`config.mk`:
```
export PLATFORM = sky130hd
export DESIGN_NAME = ffha_ram
export DESIGN_NICKNAME = d
export VERILOG_FILES = /design/src/design/ffha_ram.sv
export SDC_FILE = /design/constraint.sdc
export NUM_CORES = 2
export LEC_CHECK = 0
export ABC_AREA = 1
export BUFFER_PORTS_ARGS = -buffer_cell sky130_fd_sc_hd__buf_2
export CAP_MARGIN = 20
export CORE_MARGIN = 1
export CORE_UTILIZATION = 60
export CTS_BUF_LIST = sky130_fd_sc_hd__clkbuf_8
export DETAILED_ROUTE_END_ITERATION = 8
export PLACE_DENSITY_LB_ADDON = 0.05
export SLEW_MARGIN = 15
export SYNTH_ARGS = -nofsm -noshare
export SYNTH_HDL_FRONTEND = slang
export SYNTH_SLANG_ARGS = --single-unit
```
`constraint.sdc`:
```
create_clock -name clk_i -period 2.7 [get_ports clk_i]
set_clock_uncertainty 0.1 [all_clocks]
set_input_delay 0.54 -clock clk_i [delete_from_list [all_inputs] [get_ports clk_i]]
set_output_delay 0.54 -clock clk_i [all_outputs]
set_load 0.03 [all_outputs]
```
`src/design/ffha_ram.sv`:
```
// Generic single-write, single-read RAM with registered read data.
module ffha_ram #(
  parameter int WIDTH = 8,
  parameter int DEPTH = 256
) (
  input  logic                     clk_i,
  input  logic                     we_i,
  input  logic [$clog2(DEPTH)-1:0] waddr_i,
  input  logic [WIDTH-1:0]         wdata_i,
  input  logic [$clog2(DEPTH)-1:0] raddr_i,
  output logic [WIDTH-1:0]         rdata_o
);

  logic [WIDTH-1:0] mem_q [DEPTH];
  logic [WIDTH-1:0] rdata_q;

  // Write port
  always_ff @(posedge clk_i) begin
    if (we_i) begin
      mem_q[waddr_i] <= wdata_i;
    end
  end

  // Registered read port
  always_ff @(posedge clk_i) begin
    rdata_q <= mem_q[raddr_i];
  end

  assign rdata_o = rdata_q;

endmodule

```
==> Word level (Yosys, flattened, before mapping) <==
Memory sizes are Yosys's and may differ from the RTL's. A register that Yosys moved wholly into a read port is not among the register bits.
Cells that the tools add are included.
{ "totals": {"inputBits": 26, "n_memories": 1, "reg_bits": 0, "ram_bits": 2048, "elab_cells": 3} }
{ "classes": {"muxes": 2} }
{ "memory_table": {"columns": ["memory", "depth", "width", "read_ports", "rd_ports_with_merged_regs", "write_ports", "line_no", "text"], "rows": [
  ["mem_q", 256, 8, 1, 1, 1, "14", "logic [WIDTH-1:0] mem_q [DEPTH];"]
]} }
{ "op_table": {"columns": ["cell", "n"], "rows": [
  ["two-way mux 1 bit", 2]
]} }

==> Longest topological paths before layout <==
{ "depth": {"depth_word": 2, "ltp_mapped": 15, "mapped_depth_nobuf": 11} }

==> Worst setup path before layout <==
No wires, ideal clock.
{ "synth_path": {"path_kind": "input to register", "startpoint": "in we_i", "endpoint": "mem mem_q[162][0], enable pin", "t_required_ns": 2.230, "t_arrival_ns": 1.661, "path_slack_ns": 0.569, "setup_ns": 0.370, "path_stages": 4, "path_cell_list": "clkbuf_1 nand3_1 clkbuf_1 nor2_1"} }
{ "synth_via": {"elab_chain_len": 2} }
{ "synth_rtl": {"columns": ["element", "line_no", "text"], "rows": [
  ["start: declaration", "7", "input logic we_i,"],
  ["two-way mux 1 bit", "19", "if (we_i) begin"],
  ["two-way mux 1 bit (implied by the code)", "20", "mem_q[waddr_i] <= wdata_i;"],
  ["end: declaration", "14", null]
]} }
No other way between the ends.

==> Worst setup path after layout <==
{ "layout_path": {"startpoint": "reg rdata_q[0] (netlist: rdata_o[0]) (read register of mem_q)", "endpoint": "out rdata_o[0]"} }
{ "layout_rtl": {"columns": ["element", "line_no", "text"], "rows": [
  ["start: declaration", "15", "logic [WIDTH-1:0] rdata_q;"],
  ["end: declaration", "11", "output logic [WIDTH-1:0] rdata_o"]
]} }
No word-level cell between the ends.

==> metrics list <==
- Leaving out fill and tap cells, the most frequent cell in the layout is sky130_fd_sc_hd__nand2_1.
- CTS tree: done
- Post-DRT Antenna Nets: 0
* Ratio of routed vias to standard cells: ~6
* Required time at the endpoint of the critical path: ~2.1 ns
* Violated checks: design-rule violations
* Total number of yosys warnings: 0
- The share of total power dissipated in sequential elements is 0.556.
- Residual DRC count: 2
- Netlist cell types: 14
* Sum Neg Setup Slack: 0 ns
- Chip width: 375 um
- The number of nets in the synthesized netlist is between 7k and 8k.
- For the worst flop-to-flop path, the logic depth is 10.
* Status: complete, but fails checks
* Leak: about 35 nW
- The worst register-to-register path ends at rdata_o[7].
- Arrival time at the worst endpoint: between 1.5 and 2 ns
- TritonCTS buffer count: approximately 340
* Top Metal Used: met5
* Post-route clock period utilization: 0.952
- The initialized floorplan defines approximately 140 standard-cell rows.
* Largest net degree at the start of global routing: 84
* Iteration count of the initial detailed-routing pass: 9
- Internal power comes to 48.4 mW.
- Max Transition Viols Final: 0
* Gp weighted congestion: a little under 0.9
* Sinks on the clock net: between 2k and 2.5k
* Combined global-route utilization of all metal layers: 0.332
- Slew HR: 0.311
- Count of nets after finishing: 7498
* DP Wirelength: 140 mm
- Depth of the CTS H-tree: 5
- WL met2: roughly 110 mm
- Maximum clock frequency: between 300 and 400 MHz
- Setup violations remaining at the end of the flow were counted as 0.
- Worst-case vdd ir drop: about 520 uV
- FF+latch count, synth: just over 2k
- The share of the Yosys chip area taken by registers is 0.739.
- Of the cells placed in the final design, the portion with a size suffix greater than 1 is 0.128.
- The floorplan step defined a die boundary enclosing about 0.14 mm2.
- The final hold violation count came to 0.
* WS Path Type: flop to output pin
- For the worst-skew pair, the clock arrives at the later sink with an insertion delay of roughly 1.0 ns.
- Via count: roughly 57k
- Global-route wire length before repair: ~340 mm
- Post-synthesis to final-layout area growth: 14.0%
* Worst path top cell family by delay: flip-flops
* Initial Utilization: 0.606
- Post-Layout Inst Area: between 0.09 and 0.1 mm2
- The tool flagged a number of max-cap violations equal to 0.
* Type of the worst min-delay path: primary input to flop
- Critical Path Slowest Stage Cell: sky130_fd_sc_hd__dfxtp_1
- Instance count along the most critical hold path: 6
* Gr ovfl total: 0
* Fraction of power consumed by combinational cells: 0.070
- Summed over all layers, the routed wires come to between 200 and 250 mm.
* Worst-path clk slew: ~0.06 ns
* Share of total power consumed by net switching: 0.236
- The path with the worst hold slack has its endpoint at rdata_o[7].
* Register-to-register setup slack: between 0.7 and 0.8 ns
* Clock group share of total power: 0.374
- The number of global-route vias before repair is about 54k.
- Dividing the detail-routed wire length by the instance count gives around 24 um.
- The count of buffers added on input and output ports is 33.
- During I/O placement, the number of pins put on the boundary was 34.
* Power density cells: ~670 mW/mm2
- Subtracting the final worst setup slack from the clock period gives ~2.6 ns.
- Avg Inst Size Synth: between 10 and 15 um2
- The worst register-to-register path begins at mem_q[200][7].
* Number of logic stages on the critical path including buffering: 1
- Once the clock tree was built, the setup fixing pass inserted 0 buffers.
- The signal on the critical path passes through buf_2.
- Switching component of the power: between 10 and 15 mW
- The number of antenna violations at the first check in global routing came to 20.
- The library cells used most frequently in the layout, excluding fill and tap cells, are 2117 x sky130_fd_sc_hd__nand2_1, 2048 x sky130_fd_sc_hd__edfxtp_1, 2019 x sky130_fd_sc_hd__nand3_1.
* Number of violations reported at the end of detailed-routing iteration 0: slightly below 8k
* Hold_ws: approximately 0.15 ns
- For this run, the slowest stage of the critical path takes approximately 0.62 ns.
- Sum of met3 wire segment lengths after detailed routing: around 25 mm
- Counting both buffers and inverters, the worst setup path holds a total of 1.
* Unrepaired setup endpoints after global routing: false
- Buffer type at the clock tree root: sky130_fd_sc_hd__clkbuf_8
- Post-Syn Instances: approximately 7k
- Combined area of all synthesized cells: around 0.083 mm2
- Once placement finished, the instance area stood at a little under 0.09 mm2.
- Area of the core: 0.138 mm2
- Kind of end point of the critical path: output pin
- Startpoint type of the worst setup path: flop
- Overall power consumption after layout is estimated at about 63 mW.
* Y dimension of the die: 375 um
* Met1 layer wirelength in the final routing: roughly 93 mm
* Maximum fanout count along the critical path: 1
- No sink is reached through more buffers than the 4 on the longest clock path.
* Min-delay src: raddr_i[6]
* Transition time of the tightest slew-check pin: just over 1 ns
per-stage QoR:
step / instances / utilization / setup WS (ns)
floorplan: 7003 / - / 0.569
global placement: 8917 / 0.649 / -0.371
detailed placement: 8917 / 0.649 / -0.396
CTS: 9491 / 0.691 / 0.114
global route: 9496 / 0.691 / 0.105
finish: 9497 / 0.691 / 0.129
layer usage:
| layer | vias to the layer above | track usage |
|---|---|---|
| met5 | - | 0 |
| met4 | 16 | 0.118 |
| met3 | 424 | 0.0796 |
| met2 | 2944 | 0.500 |
| met1 | 27900 | 0.476 |
| li1 | 25800 | - |
Yosys cell counts:
cell / count / area share
sky130_fd_sc_hd__inv_1: 36 / 0.0016
sky130_fd_sc_hd__nor2_1: 283 / 0.013
sky130_fd_sc_hd__inv_2: 2 / 0.000090
sky130_fd_sc_hd__inv_4: 1 / 0.000075
sky130_fd_sc_hd__dfxtp_1: 8 / 0.0019
sky130_fd_sc_hd__edfxtp_1: 2048 / 0.74
sky130_fd_sc_hd__clkbuf_1: 112 / 0.0050
sky130_fd_sc_hd__nand2_1: 2123 / 0.096
sky130_fd_sc_hd__buf_2: 268 / 0.016
sky130_fd_sc_hd__buf_4: 46 / 0.0041
sky130_fd_sc_hd__buf_8: 1 / 0.00018
sky130_fd_sc_hd__buf_6: 16 / 0.0022
sky130_fd_sc_hd__nand3_1: 2019 / 0.12
sky130_fd_sc_hd__buf_1: 40 / 0.0018
layout make-up:
type,count,area [um2]
multi-input cells,4425,19200
clock inverters,217,900
diodes,6,15.0
inverters,39,180
repair buffers,612,6150
well taps,1794,2240
clock buffers,348,4790
flip-flops and latches,2056,61700
fillers,9981,42600
worst max-delay path by stage:
| stage | from | endpoint | slack [ns] |
|---|---|---|---|
| after global routing | rdata_o[5] | rdata_o[5] | 0.10 |
| after global placement | raddr_i[0] | rdata_o[7] | -0.37 |
| after CTS | rdata_o[0] | rdata_o[0] | 0.11 |
| after floorplan | we_i | mem_q[162][0] | 0.57 |
| final | rdata_o[0] | rdata_o[0] | 0.13 |
| after detailed placement | raddr_i[0] | rdata_o[7] | -0.40 |
cells by family (layout without fill, tap and decap cells):
kind of cell,count (synthesis),after routing,share of synthesized area
buffers and inverters,522,1216,0.0312
flip-flops,2056,2056,0.739
AND/OR/NAND/NOR,4425,4425,0.229
other,0,6,0
flip-flops by register name, indices dropped and copies added (netlist names):
register	cells
rdata_o	8
mem_q	2048
power by group through the flow:
stage | combinational, mW | sequential (mW) | clock (mW)
2_1_floorplan | 2.17 | 35.9 | 0
3_3_place_gp | 4.31 | 35.9 | 0
3_5_place_dp | 4.37 | 35.9 | 0
4_1_cts | 4.39 | 35.2 | 24.1
5_1_grt | 4.74 | 35.2 | 25.5
6_report | 4.44 | 35.2 | 23.7
what timing repair did:
action                    CTS  global route
hold buffers                9             0
gates resized for setup     0             0
hold endpoints to repair  499             0
Power figures use the tool's default switching activity.
